### src/trailing_moving_average_macros.svh
// Assertion helpers for the moving average block.
// All checks are sampled on the rising edge of clk and are off during reset.
`ifndef TRAILING_MOVING_AVERAGE_MACROS_SVH
`define TRAILING_MOVING_AVERAGE_MACROS_SVH

// The consequent must hold in the same cycle as the antecedent.
`define TMA_ASSERT_NOW(label, ante, cons, msg) \
	label: assert property (@(posedge clk) disable iff (!arst_n) (ante) |-> (cons)) \
		else $error(msg);

// The consequent must hold in the cycle after the antecedent.
`define TMA_ASSERT_NEXT(label, ante, cons, msg) \
	label: assert property (@(posedge clk) disable iff (!arst_n) (ante) |=> (cons)) \
		else $error(msg);

`endif

### src/tma_pkg.sv
`default_nettype none

package tma_pkg;

	// Fixed field widths of the stream.
	localparam int SAMPLE_BITS = 16;
	localparam int LOOK_BACK_BITS = 4;
	localparam int LOOK_BACK_MAX = (1 << LOOK_BACK_BITS) - 1;
	localparam logic [LOOK_BACK_BITS-1:0] LOOK_BACK_RESET = LOOK_BACK_BITS'(1);

	// Default depth of the history memory.
	localparam int MAX_WINDOW_DEF = 16;

	// A window holds at most LOOK_BACK_MAX+1 samples, so the sum needs this many bits.
	localparam int SUM_BITS = SAMPLE_BITS + LOOK_BACK_BITS;
	// The divisor look_back+1 needs one bit more than look_back.
	localparam int DIV_BITS = LOOK_BACK_BITS + 1;
	localparam int DIV_CNT_BITS = $clog2(SUM_BITS);

	// Input beat.
	typedef struct packed {
		logic signed [SAMPLE_BITS-1:0] sample;
		logic last_in;
	} in_beat_t;

	// Output beat.
	typedef struct packed {
		logic signed [SAMPLE_BITS-1:0] average;
		logic last_out;
	} out_beat_t;

	// Classified sample handed from the front to the back.
	typedef struct packed {
		logic signed [SAMPLE_BITS-1:0] sample;
		logic last_in;
		logic do_avg;
		logic [LOOK_BACK_BITS-1:0] k;
	} job_t;

	// Back end sequencer states.
	typedef enum logic [1:0] {
		B_IDLE,
		B_SUM,
		B_DIV,
		B_DONE
	} back_state_t;

endpackage

`default_nettype wire

### src/tma_front.sv
`default_nettype none

module tma_front #(
	parameter int MAX_WINDOW = tma_pkg::MAX_WINDOW_DEF
) (
	input  wire logic                                  clk,
	input  wire logic                                  arst_n,
	input  wire logic                                  in_valid,
	output logic                                       in_ready,
	input  wire tma_pkg::in_beat_t                     in_beat,
	input  wire logic [tma_pkg::LOOK_BACK_BITS-1:0]    look_back,
	output logic                                       job_valid,
	input  wire logic                                  job_ready,
	output tma_pkg::job_t                              job,
	output logic [$clog2(MAX_WINDOW+1)-1:0]            position
);

	localparam int POS_BITS = $clog2(MAX_WINDOW + 1);
	localparam int K_MAX_I = (MAX_WINDOW - 1 < tma_pkg::LOOK_BACK_MAX) ?
		MAX_WINDOW - 1 : tma_pkg::LOOK_BACK_MAX;
	localparam logic [tma_pkg::LOOK_BACK_BITS-1:0] K_MAX =
		tma_pkg::LOOK_BACK_BITS'(K_MAX_I);

	logic [POS_BITS-1:0] pos_q;
	logic [tma_pkg::LOOK_BACK_BITS-1:0] k;
	logic accept;

	// Clamp the look-back to what the history can hold.
	assign k = (look_back > K_MAX) ? K_MAX : look_back;

	// A beat is taken whenever the queue has room.
	assign in_ready = job_ready;
	assign job_valid = in_valid;
	assign accept = in_valid && job_ready;

	// Classify: a full window exists once the run is at least k samples old.
	always_comb begin
		job.sample = in_beat.sample;
		job.last_in = in_beat.last_in;
		job.k = k;
		job.do_avg = (32'(pos_q) >= 32'(k));
	end

	// Position within the run, saturating, cleared after the last sample.
	always_ff @(posedge clk or negedge arst_n) begin
		if (!arst_n) begin
			pos_q <= '0;
		end else if (accept) begin
			if (in_beat.last_in) begin
				pos_q <= '0;
			end else if (32'(pos_q) < MAX_WINDOW) begin
				pos_q <= pos_q + POS_BITS'(1);
			end
		end
	end

	assign position = pos_q;

endmodule

`default_nettype wire

### src/tma_queue.sv
`default_nettype none

module tma_queue (
	input  wire logic           clk,
	input  wire logic           arst_n,
	input  wire logic           push_valid,
	output logic                push_ready,
	input  wire tma_pkg::job_t  push_job,
	output logic                pop_valid,
	input  wire logic           pop,
	output tma_pkg::job_t       pop_job
);

	tma_pkg::job_t ent_q [2];
	logic head_q;
	logic [1:0] count_q;
	logic do_push;
	logic do_pop;

	assign push_ready = (count_q != 2'd2);
	assign pop_valid = (count_q != 2'd0);
	assign pop_job = ent_q[head_q];
	assign do_push = push_valid && push_ready;
	assign do_pop = pop && pop_valid;

	// Entry storage: the tail sits one past the head when one entry is held.
	always_ff @(posedge clk) begin
		if (do_push) begin
			ent_q[head_q ^ count_q[0]] <= push_job;
		end
	end

	// Head pointer and fill count.
	always_ff @(posedge clk or negedge arst_n) begin
		if (!arst_n) begin
			head_q <= 1'b0;
			count_q <= 2'd0;
		end else begin
			if (do_pop) begin
				head_q <= ~head_q;
			end
			if (do_push && !do_pop) begin
				count_q <= count_q + 2'd1;
			end else if (do_pop && !do_push) begin
				count_q <= count_q - 2'd1;
			end
		end
	end

endmodule

`default_nettype wire

### src/tma_back.sv
`default_nettype none

module tma_back #(
	parameter int MAX_WINDOW = tma_pkg::MAX_WINDOW_DEF
) (
	input  wire logic               clk,
	input  wire logic               arst_n,
	input  wire logic               job_valid,
	output logic                    job_pop,
	input  wire tma_pkg::job_t      job,
	output logic                    out_valid,
	input  wire logic               out_ready,
	output tma_pkg::out_beat_t      out_beat
);

	localparam int PTR_BITS = (MAX_WINDOW > 1) ? $clog2(MAX_WINDOW) : 1;
	localparam int SB = tma_pkg::SAMPLE_BITS;
	localparam int SUMB = tma_pkg::SUM_BITS;
	localparam int DB = tma_pkg::DIV_BITS;
	localparam int LB = tma_pkg::LOOK_BACK_BITS;
	localparam int CB = tma_pkg::DIV_CNT_BITS;
	localparam logic [PTR_BITS-1:0] PTR_LAST = PTR_BITS'(MAX_WINDOW - 1);

	tma_pkg::back_state_t state_q, state_d;

	logic signed [SB-1:0] hist_mem [MAX_WINDOW];
	logic signed [SB-1:0] rdata_q;

	logic [PTR_BITS-1:0] wp_q;
	logic [PTR_BITS-1:0] wp_next;
	logic [PTR_BITS-1:0] wp_prev;
	logic [PTR_BITS-1:0] addr_q;
	logic [PTR_BITS-1:0] addr_dec;
	logic [LB-1:0] left_q;
	logic pend_q;
	logic signed [SUMB-1:0] sum_q;
	logic signed [SB-1:0] sample_q;
	logic last_q;
	logic pass_q;
	logic [LB-1:0] k_q;
	logic neg_q;
	logic [SUMB-1:0] quo_q;
	logic [DB-1:0] rem_q;
	logic [CB-1:0] cnt_q;
	logic out_valid_q;
	tma_pkg::out_beat_t out_beat_q;

	logic load_out;
	logic sum_done;
	logic [DB-1:0] divisor;
	logic [DB-1:0] rem_sh;
	logic rem_ge;
	logic [SUMB-1:0] sum_mag;
	logic [SUMB-1:0] quo_signed;

	// Circular pointer arithmetic; the depth need not be a power of two.
	assign wp_next = (wp_q == PTR_LAST) ? '0 : wp_q + PTR_BITS'(1);
	assign wp_prev = (wp_q == '0) ? PTR_LAST : wp_q - PTR_BITS'(1);
	assign addr_dec = (addr_q == '0) ? PTR_LAST : addr_q - PTR_BITS'(1);

	// Window accumulation is over once every read is issued and drained.
	assign sum_done = (left_q == '0) && !pend_q;

	// One restoring division step per cycle on the magnitude.
	assign divisor = DB'(k_q) + DB'(1);
	assign rem_sh = {rem_q[DB-2:0], quo_q[SUMB-1]};
	assign rem_ge = (rem_sh >= divisor);
	assign sum_mag = sum_q[SUMB-1] ? SUMB'(-sum_q) : SUMB'(sum_q);
	assign quo_signed = neg_q ? (~quo_q + SUMB'(1)) : quo_q;

	// Sequencer state register.
	always_ff @(posedge clk or negedge arst_n) begin
		if (!arst_n) begin
			state_q <= tma_pkg::B_IDLE;
		end else begin
			state_q <= state_d;
		end
	end

	// Next state and handshake strobes.
	always_comb begin
		state_d = state_q;
		job_pop = 1'b0;
		load_out = 1'b0;
		unique case (state_q)
			tma_pkg::B_IDLE: begin
				if (job_valid) begin
					job_pop = 1'b1;
					if (job.do_avg && (job.k != '0)) begin
						state_d = tma_pkg::B_SUM;
					end else begin
						state_d = tma_pkg::B_DONE;
					end
				end
			end
			tma_pkg::B_SUM: begin
				if (sum_done) begin
					state_d = tma_pkg::B_DIV;
				end
			end
			tma_pkg::B_DIV: begin
				if (cnt_q == '0) begin
					state_d = tma_pkg::B_DONE;
				end
			end
			tma_pkg::B_DONE: begin
				if (!out_valid_q || out_ready) begin
					load_out = 1'b1;
					state_d = tma_pkg::B_IDLE;
				end
			end
			default: begin
				state_d = tma_pkg::B_IDLE;
			end
		endcase
	end

	// History memory: one write port, one registered read port.
	always_ff @(posedge clk) begin
		if (job_pop) begin
			hist_mem[wp_q] <= job.sample;
		end
		rdata_q <= hist_mem[addr_q];
	end

	// Control registers of the datapath.
	always_ff @(posedge clk or negedge arst_n) begin
		if (!arst_n) begin
			wp_q <= '0;
			left_q <= '0;
			pend_q <= 1'b0;
		end else begin
			if (job_pop) begin
				wp_q <= wp_next;
				left_q <= job.k;
				pend_q <= 1'b0;
			end else if (state_q == tma_pkg::B_SUM) begin
				pend_q <= (left_q != '0);
				if (left_q != '0) begin
					left_q <= left_q - LB'(1);
				end
			end
		end
	end

	// Sample, window sum and divider registers.
	always_ff @(posedge clk) begin
		if (job_pop) begin
			sample_q <= job.sample;
			last_q <= job.last_in;
			k_q <= job.k;
			pass_q <= !(job.do_avg && (job.k != '0));
			sum_q <= SUMB'(job.sample);
			addr_q <= wp_prev;
		end else if (state_q == tma_pkg::B_SUM) begin
			if (left_q != '0) begin
				addr_q <= addr_dec;
			end
			if (pend_q) begin
				sum_q <= sum_q + SUMB'(rdata_q);
			end
			if (sum_done) begin
				neg_q <= sum_q[SUMB-1];
				quo_q <= sum_mag;
				rem_q <= '0;
				cnt_q <= CB'(SUMB - 1);
			end
		end else if (state_q == tma_pkg::B_DIV) begin
			rem_q <= rem_ge ? (rem_sh - divisor) : rem_sh;
			quo_q <= {quo_q[SUMB-2:0], rem_ge};
			cnt_q <= cnt_q - CB'(1);
		end
	end

	// Output register: holds a finished beat until the receiver takes it.
	always_ff @(posedge clk or negedge arst_n) begin
		if (!arst_n) begin
			out_valid_q <= 1'b0;
		end else if (load_out) begin
			out_valid_q <= 1'b1;
		end else if (out_ready) begin
			out_valid_q <= 1'b0;
		end
	end

	always_ff @(posedge clk) begin
		if (load_out) begin
			out_beat_q.average <= pass_q ? sample_q : SB'(quo_signed);
			out_beat_q.last_out <= last_q;
		end
	end

	assign out_valid = out_valid_q;
	assign out_beat = out_beat_q;

endmodule

`default_nettype wire

### src/trailing_moving_average.sv
// Trailing moving average over a stream of signed Q8.8 samples.
// Input channel in_valid/in_ready/in_beat carries one sample and a last flag
// per beat; output channel out_valid/out_ready/out_beat returns one result per
// sample, in order, with the last flag copied.
// Within a run, a sample at position below look_back is passed through; from
// then on the result is the mean of it and the look_back samples before it,
// truncated toward zero. look_back is written through cfg_valid/cfg_data,
// which is always ready; reset loads look_back with 1.
// A front stage tracks the run position and classifies each sample into a
// two-entry queue. The back end reads the history memory one entry a cycle
// and divides with a one-bit-per-cycle restoring divider.
// Sequence: a passed-through sample goes from B_IDLE to B_DONE; an averaged
// one also runs B_SUM (k memory reads, then draining the last read and
// closing the sum) and B_DIV (20 divide steps) in between. With an idle
// back end the queued beat is taken in the cycle after acceptance. The back
// end starts a new sample only once the last result is in the output register.
// Reset clears the run position, the history pointer, the queue and the
// output register. When the receiver stalls, the result waits in the output
// register, the back end finishes the next item and holds, and in_ready
// drops once the queue is full.
`default_nettype none

`include "trailing_moving_average_macros.svh"

module trailing_moving_average #(
	parameter int MAX_WINDOW = tma_pkg::MAX_WINDOW_DEF
) (
	input  wire logic                                clk,
	input  wire logic                                arst_n,
	input  wire logic                                in_valid,
	output logic                                     in_ready,
	input  wire tma_pkg::in_beat_t                   in_beat,
	output logic                                     out_valid,
	input  wire logic                                out_ready,
	output tma_pkg::out_beat_t                       out_beat,
	input  wire logic                                cfg_valid,
	output logic                                     cfg_ready,
	input  wire logic [tma_pkg::LOOK_BACK_BITS-1:0]  cfg_data
);

	localparam int POS_BITS = $clog2(MAX_WINDOW + 1);

	logic [tma_pkg::LOOK_BACK_BITS-1:0] look_back_q;
	logic push_valid;
	logic push_ready;
	tma_pkg::job_t push_job;
	logic job_valid;
	logic job_pop;
	tma_pkg::job_t job;
	logic [POS_BITS-1:0] front_pos;

	// Look-back register, always ready for a write beat.
	assign cfg_ready = 1'b1;

	always_ff @(posedge clk or negedge arst_n) begin
		if (!arst_n) begin
			look_back_q <= tma_pkg::LOOK_BACK_RESET;
		end else if (cfg_valid) begin
			look_back_q <= cfg_data;
		end
	end

	// Front: run position and classification.
	tma_front #(
		.MAX_WINDOW(MAX_WINDOW)
	) u_front (
		.clk(clk),
		.arst_n(arst_n),
		.in_valid(in_valid),
		.in_ready(in_ready),
		.in_beat(in_beat),
		.look_back(look_back_q),
		.job_valid(push_valid),
		.job_ready(push_ready),
		.job(push_job),
		.position(front_pos)
	);

	// Queue between front and back.
	tma_queue u_queue (
		.clk(clk),
		.arst_n(arst_n),
		.push_valid(push_valid),
		.push_ready(push_ready),
		.push_job(push_job),
		.pop_valid(job_valid),
		.pop(job_pop),
		.pop_job(job)
	);

	// Back: history, window sum, divider and output register.
	tma_back #(
		.MAX_WINDOW(MAX_WINDOW)
	) u_back (
		.clk(clk),
		.arst_n(arst_n),
		.job_valid(job_valid),
		.job_pop(job_pop),
		.job(job),
		.out_valid(out_valid),
		.out_ready(out_ready),
		.out_beat(out_beat)
	);

	// A last sample restarts the run.
	`TMA_ASSERT_NEXT(a_last_clears_pos, in_valid && in_ready && in_beat.last_in, front_pos == '0, "position not cleared after last sample")
	// The back end only takes a job that the queue holds.
	`TMA_ASSERT_NOW(a_pop_nonempty, job_pop, job_valid, "job popped from empty queue")
	// The run position saturates at the history depth.
	`TMA_ASSERT_NOW(a_pos_bound, 1'b1, 32'(front_pos) <= MAX_WINDOW, "run position out of range")

endmodule

`default_nettype wire
### config.mk
export PLATFORM = sky130hd
export DESIGN_NAME = trailing_moving_average
export DESIGN_NICKNAME = d
export VERILOG_FILES = /design/src/tma_pkg.sv /design/src/tma_front.sv /design/src/tma_queue.sv /design/src/tma_back.sv /design/src/trailing_moving_average.sv
export VERILOG_INCLUDE_DIRS = /design/src /design/src/src
export SDC_FILE = /design/constraint.sdc
export NUM_CORES = 1
export LEC_CHECK = 0
export ABC_AREA = 0
export ABC_CLOCK_PERIOD_IN_PS = 4200
export BUFFER_PORTS_ARGS = -buffer_cell sky130_fd_sc_hd__buf_2
export CAP_MARGIN = 20
export CELL_PAD_IN_SITES_DETAIL_PLACEMENT = 1
export CELL_PAD_IN_SITES_GLOBAL_PLACEMENT = 1
export CORE_ASPECT_RATIO = 0.9
export CORE_MARGIN = 10
export CORE_UTILIZATION = 30
export DETAILED_ROUTE_END_ITERATION = 10
export PLACE_DENSITY = 0.62
export SYNTH_ARGS = -nofsm -noshare
export SYNTH_HDL_FRONTEND = slang
export SYNTH_HIERARCHICAL = 1
export SYNTH_SLANG_ARGS = --single-unit
export TNS_END_PERCENT = 10
### constraint.sdc
create_clock -name clk -period 4.2 [get_ports clk]
set_input_delay 0.63 -clock clk [delete_from_list [all_inputs] [get_ports clk]]
set_output_delay 0.63 -clock clk [all_outputs]
set_load 0.005 [all_outputs]
# Word level (Yosys, flattened, before mapping)
# Memory sizes are Yosys's and may differ from the RTL's. A register that Yosys moved wholly into a read port is not among the register bits.
# Index checks and enable logic that the tools add are counted.
# totals
word_cells	134
mem_count	2
output_inout_bits	20
mem_bits_ro	0
ramBits	300
latch_bits	0
input_bits	26
ff_bits	117
# classes
bitwise	4
reduce_logical	33
mux	48
shifts	0
n_div	0
addsub	13
mul	0
eq_ne	9
n_lt_le_gt_ge	4
# mem_list
name	words	word_bits	rd	rd_ports_with_merged_regs	wr	line	text
u_back.hist_mem	16	16	1	1	1	tma_back.sv:26	logic signed [SB-1:0] hist_mem [MAX_WINDOW];
u_queue.ent_q	2	22	1	0	1	tma_queue.sv:14	tma_pkg::job_t ent_q [2];
# op_table
cell	n
2-to-1 mux 20 bit	7
2-to-1 mux 4 bit	14
2-to-1 mux 16 bit	2
2-to-1 mux 5 bit	5
adder 20 x 16 -> 20 bit	1
negator 20 bit	1
adder 16 x 1 -> 16 bit (second input constant)	1
inverter 16 bit	1
nonzero test 2 bit	8
2-to-1 mux 2 bit	7
logical NOT 4 bit	3
2-to-1 mux 1 bit	12
subtractor 4 x 1 -> 4 bit (second input constant)	3
case mux 2 bit (4 select lines)	1
nonzero test 4 bit	2
logical AND 1 bit	6
!= test 2 x 1 -> 1 bit (second input constant)	3
AND reduction 2 bit	3
AND reduction 3 bit	2
adder 4 x 1 -> 5 bit (second input constant)	1
adder 5 x 1 -> 5 bit (second input constant)	1
>= comparator 5 x 4 -> 1 bit	1
>= comparator 5 bit	1
logical NOT 1 bit	5
other kinds (17)	20

# Depth between registers and ports, before layout
# logic_depth
ltp_word	7
mapped_depth	11
ltp_nobuf	9

# Hierarchy
# Netlist, hierarchy kept.
# by_module_without_submodules
mod	cells_each	n_inst	area_each_um2	seq_area_each_um2
tma_back	1012	1	16363.2	11100.6
tma_queue	88	1	1791.7	1396.3
tma_front	63	1	539.3	125.1
trailing_moving_average	10	1	157.7	101.3

# Worst setup path before layout
# No wires, ideal clock.
# synth_path
path_kind	register to register
startpoint	reg u_back.state_q[0]
endpoint	reg u_queue.count_q[1]
path_slack_ns	1.134
path_stages_with_launch	12
arrival_ns	2.987
setup_time_ns	0.079
required_ns	4.121
synth_period_minus_slack_ns	3.066
n_path_buf	2
path_cell_list	dfrtp_1 inv_1 ha_1 nand2_1 inv_1 clkbuf_1 buf_1 nand2_1 ha_1 xor2_1 nor2_1 xor2_1
# synth_between
elab_chain_len	6
elab_cells_between_ends	8
cone_classes	mux: 2; reduce/logical: 6
# synth_rtl
element	line	text
from (decl)	tma_back.sv:24	tma_pkg::back_state_t state_q, state_d;
from (signal assigned)	tma_back.sv:74	state_q <= tma_pkg::B_IDLE;
from (signal assigned)	tma_back.sv:76	state_q <= state_d;
logical NOT 2 bit *	tma_back.sv:85	unique case (state_q)
2-to-1 mux 1 bit *	tma_back.sv:85	
via job_pop	trailing_moving_average.sv:48	logic job_pop;
logical AND 1 bit *	tma_queue.sv:24	assign do_pop = pop && pop_valid;
logical NOT 1 bit	tma_queue.sv:42	if (do_push && !do_pop) begin
logical AND 1 bit	tma_queue.sv:42	
2-to-1 mux 2 bit / nonzero test 2 bit (equally long branches)	n/a	
to (signal assigned)	tma_queue.sv:43	count_q <= count_q + 2'd1;
to (signal assigned)	tma_queue.sv:45	count_q <= count_q - 2'd1;
to (decl)	tma_queue.sv:16	logic [1:0] count_q;
# Mark *: on every way through the listed nets, which the timed path passes. The rest lies on a longest branch.
# A chain may end at the register's enable or synchronous reset.

# Worst setup path in the final report
# layout_path
startpoint	reg u_back.k_q[0]
endpoint	reg u_back.rem_q[3], data pin
# layout_between
elab_chain_len	5
elab_cells_between_ends	6
cone_classes	add/sub: 2; order compare: 1; mux: 3
# layout_rtl
element	line	text
from (decl)	tma_back.sv:40	logic [LB-1:0] k_q;
from (signal assigned)	tma_back.sv:151	k_q <= job.k;
adder 4 x 1 -> 5 bit *	tma_back.sv:65	assign divisor = DB'(k_q) + DB'(1);
subtractor 4 bit / >= comparator 5 bit (equally long branches)	tma_back.sv:169, tma_back.sv:67	
2-to-1 mux 4 bit *	tma_back.sv:169	rem_q <= rem_ge ? (rem_sh - divisor) : rem_sh;
2-to-1 mux 4 bit *	tma_back.sv:168	end else if (state_q == tma_pkg::B_DIV) begin
2-to-1 mux 4 bit *	tma_back.sv:155	end else if (state_q == tma_pkg::B_SUM) begin
to (signal assigned)	tma_back.sv:169	
to (decl)	tma_back.sv:43	logic [DB-1:0] rem_q;
# Mark *: on every way between the ends. The rest lies on a longest branch, timed or not. The select of a mux whose other input is x is not followed.

==> impl_metrics.py <==
metrics = {
    "setup_path": {
        "reg2reg_slack_ns": 1.38,
        "r2r-end": "u_back/rem_q[3]",
        "r2r-start": "u_back/k_q[0]",
        "ff2ff_path_depth": 9,
        "arrival_ns": 3.12,
        "endpoint_kind": "flop",
        "crit_path_start_kind": "flop",
        "crit_fanout": 6,
        "critPathKind": "flop to flop",
        "required_ns": 4.50,
        "setup.worst_path.end": "u_back/rem_q[3]",
        "cp-startpoint": "u_back/k_q[0]",
    },
    "cts": {
        "clk_latency_ns": 0.58,
        "cts_resized": 0,
        "clockRootBuffer": "clkbuf_16",
        "holdBufCountCts": 0,
        "cts_buffer_depth": 3,
        "cts_tree": "done",
        "cts_buffers": 44,
        "clkTransAtPathRegs_ns": 0.07,
        "cts_max_level": 2,
        "cts_sinks": 433,
        "cts_setup_buffers": 0,
    },
    "place": {
        "numPortBuffers": 44,
        "dpl.hpwl_um": 28750,
        "routabilityCongestion": 0.8139,
        "placedCellCount": 2010,
    },
    "yosys": {
        "synth-async-reset-ratio_pct": 5.543,
        "synth.distinct_cells": 70,
        "yosysSeqAreaShare_pct": 67.49,
        "synthTopCellsByArea": "edfxtp_1 63%, mux4_2 9.6%, ha_1 3.3%",
        "yosysTopAreaCell": "edfxtp_1",
        "synth-warning-count": 6,
        "synth_nets": 1250,
        "synth_cells": 1173,
        "synth-seq-cells": 433,
        "synthFlopType": "edfxtp_1",
        "synth-edff-count": 393,
        "syn_area_per_cell_um2": 16.07,
        "synthesis.area_mm2": 0.01885,
        "yosysTopAreaCellShare_pct": 62.60,
    },
    "timing": {
        "tightest_slew_ns": 1.183,
        "slew_violations": 0,
        "hold_violations": 0,
        "finalSetupViolations": 0,
        "fin_worst_skew_ns": 0.03433,
        "clock.fmax_mhz": 354.3,
        "fin_crit_sh_pct": 67.20,
        "fin_setup_tns_ns": 0,
        "relSlewSlack_pct": 21.15,
        "fin_crit_ns": 2.822,
        "rsz0062_at_grt": "false",
    },
    "pwr": {
        "p_clk_share_pct": 22.1,
        "switching_share_pct": 36.18,
        "p_switching_mw": 6.461,
        "irDropWorstVdd_mv": 0.3956,
        "p_leak_nw": 7.329,
        "p_int_mw": 11.40,
        "p_comb_share_pct": 38.0,
        "total_power_mw": 17.86,
        "power_density_mw_per_mm2": 831.5,
        "power_frac_seq_pct": 39.9,
    },
    "worst_hold_path": {
        "hold_path.class": "input pin to async pin",
    },
    "grt": {
        "antenna_found_initial": 1,
        "grt_pass1_vias": 10920,
        "grt_use_total_pct": 11.80,
        "grt_max_degree": 67,
        "grt_pass1_wl_um": 67810,
        "grt-ovfl-total": 0,
    },
    "detailed_routing": {
        "drt-pass1-iter-count": 5,
        "highest_layer": "met4",
        "wl_met1_um": 21540,
        "avgRoutedWirePerCell_um": 21.00,
        "vias_per_cell": 4.889,
        "ant_nets": 0,
        "met2_length_um": 20150,
        "met3_length_um": 1751,
        "postRouteWirelength_um": 44040,
        "drt-initial-drc-count": 805,
        "drc": 0,
        "via_count": 10250,
    },
    "finish": {
        "layout.nets": 1293,
        "fin_cells": 2097,
        "utilization_pct": 34.37,
        "drive_above_1_share_pct": 21.10,
        "area_growth_pct": 13.92,
        "multiInputGateArea_mm2": 0.005618,
        "seq_area_mm2": 0.01272,
        "fillCellCount": 6431,
    },
    "die": {
        "fp-row-count": 87,
        "die_w_um": 284.2,
        "dieHeight_um": 257.8,
        "io_pins": 46,
        "start_util_pct": 30.17,
        "core_mm2": 0.06248,
        "dieArea_mm2": 0.07328,
    },
    "outcome": {
        "outcome": "finished, final reports clean",
    },
    "job": {
        "maxCapViolCount": 0,
    },
}
-- cells in the mapped netlist (6+ instances only) --
master	count
mux4_2	80
nand2_1	80
nor2_1	49
nand3_1	18
clkbuf_1	27
edfxtp_1	393
ha_1	49
buf_2	6
buf_4	24
a31oi_1	6
mux2_2	30
buf_1	8
dfxtp_1	16
a21oi_1	58
and2_1	15
nand2b_1	7
xnor2_1	19
dfrtp_1	23
o31ai_1	11
mux2i_1	8
nor3_1	14
and3_1	11
xor2_1	39
o21ai_0	48
inv_1	37
nor2b_1	10
-- per-layer routing --
layer / GRT usage [%] / up-vias
li1: - / 4616
met5: 0 / -
met4: 2.453 / 0
met2: 18.71 / 201
met3: 1.853 / 45
met1: 16.92 / 5390
-- area by class of cell --
class	count	share of cell area (%)
flip-flops and latches	433	59.25
clock buffers	57	5.634
well taps	845	4.923
clock inverters	24	1.159
repair buffers	65	2.202
inverters	38	0.6642
diodes	1	0.01165
multi-input cells	634	26.16
-- stage by stage --
stage	hold slack, ns	cell area, µm²	worst slack [ns]
2_1_floorplan	0.3344	18850	1.134
6_report	0.06144	21480	1.378
3_5_place_dp	0.4192	19910	1.381
3_3_place_gp	0.4044	19890	1.398
5_1_grt	0.09352	21470	1.175
4_1_cts	0.07441	21370	1.379
-- cells in the final DEF, fill, tap and decap left out, drive strengths merged, types with 3 or more instances in the layout --
master,n
edfxtp,393
nand2,81
mux4,80
buf,65
a21oi,58
clkbuf,57
o21ai,49
nor2,49
ha,49
xor2,39
inv,39
mux2,31
dfrtp,23
xnor2,19
nand3,18
dfxtp,16
and2,15
clkinv,15
nor3,14
o31ai,13
and3,11
nor2b,10
mux2i,8
nand2b,7
or3,7
a31oi,6
o41ai,6
or4,6
clkinvlp,5
a211oi,5
a21o,5
o21bai,4
nor4,4
bufinv,3
a211o,3
nand4,3
o21a,3
a221o,3
-- power groups by stage --
stage	Sequential [mW]	Combinational, mW	Clock (mW)
after floorplan	6.88	4.94	0
after global placement	7.23	6.51	0
after detailed placement	7.28	6.69	0
after CTS	7.20	6.72	4.06
after global routing	7.26	7.55	4.25
final	7.13	6.78	3.95
-- worst min path at each step --
stage                  start                  end  slack [ns]  depth (start not counted)
4_1_cts               arst_n  u_front/position[2]        0.07                          1
3_5_place_dp   u_back/last_q   u_back/out_beat[0]        0.42                          0
6_report              arst_n  u_front/position[2]        0.06                          1
5_1_grt               arst_n  u_front/position[2]        0.09                          1
2_1_floorplan         arst_n       look_back_q[1]        0.33                          0
3_3_place_gp   u_back/last_q   u_back/out_beat[0]        0.40                          0
-- registers in the layout (all words and copies together), names as in the netlist, 2 cells and up --
name              count
u_back/wp_q           4
u_back/k_q            4
u_queue/ent_q        44
u_back/sum_q         20
u_back/cnt_q          5
u_back/state_q        2
u_back/hist_mem     256
u_back/quo_q         20
u_back/left_q         4
u_queue/count_q       2
u_back/out_beat      17
u_front/position      5
u_back/addr_q         4
u_back/rdata_q       16
look_back_q           4
u_back/sample_q      16
u_back/rem_q          4
-- worst max-delay path, cell delays in order, from the launching register on --
cell	delay [ns]
edfxtp_1	0.42
ha_1	0.31
inv_1	0.10
ha_1	0.25
nor2b_1	0.13
o21ai_0	0.21
a31oi_1	0.12
a211oi_1	0.71
mux2i_1	0.26
nor2_1	0.05
-- cells by family (layout without fill, tap and decap cells) --
kind of cell	after synthesis	in the layout	share of synthesized area, %
AO/OA/AOI/OAI	170	170	5.642
XOR/XNOR	58	58	2.695
flip-flops	433	433	67.49
other	1	2	0.01989
buffers and inverters	106	184	2.748
AND/OR/NAND/NOR	235	235	6.086
adder cells (fa/ha/maj)	51	51	3.465
multiplexers	119	119	11.85
(Power assumes the default switching activity.)
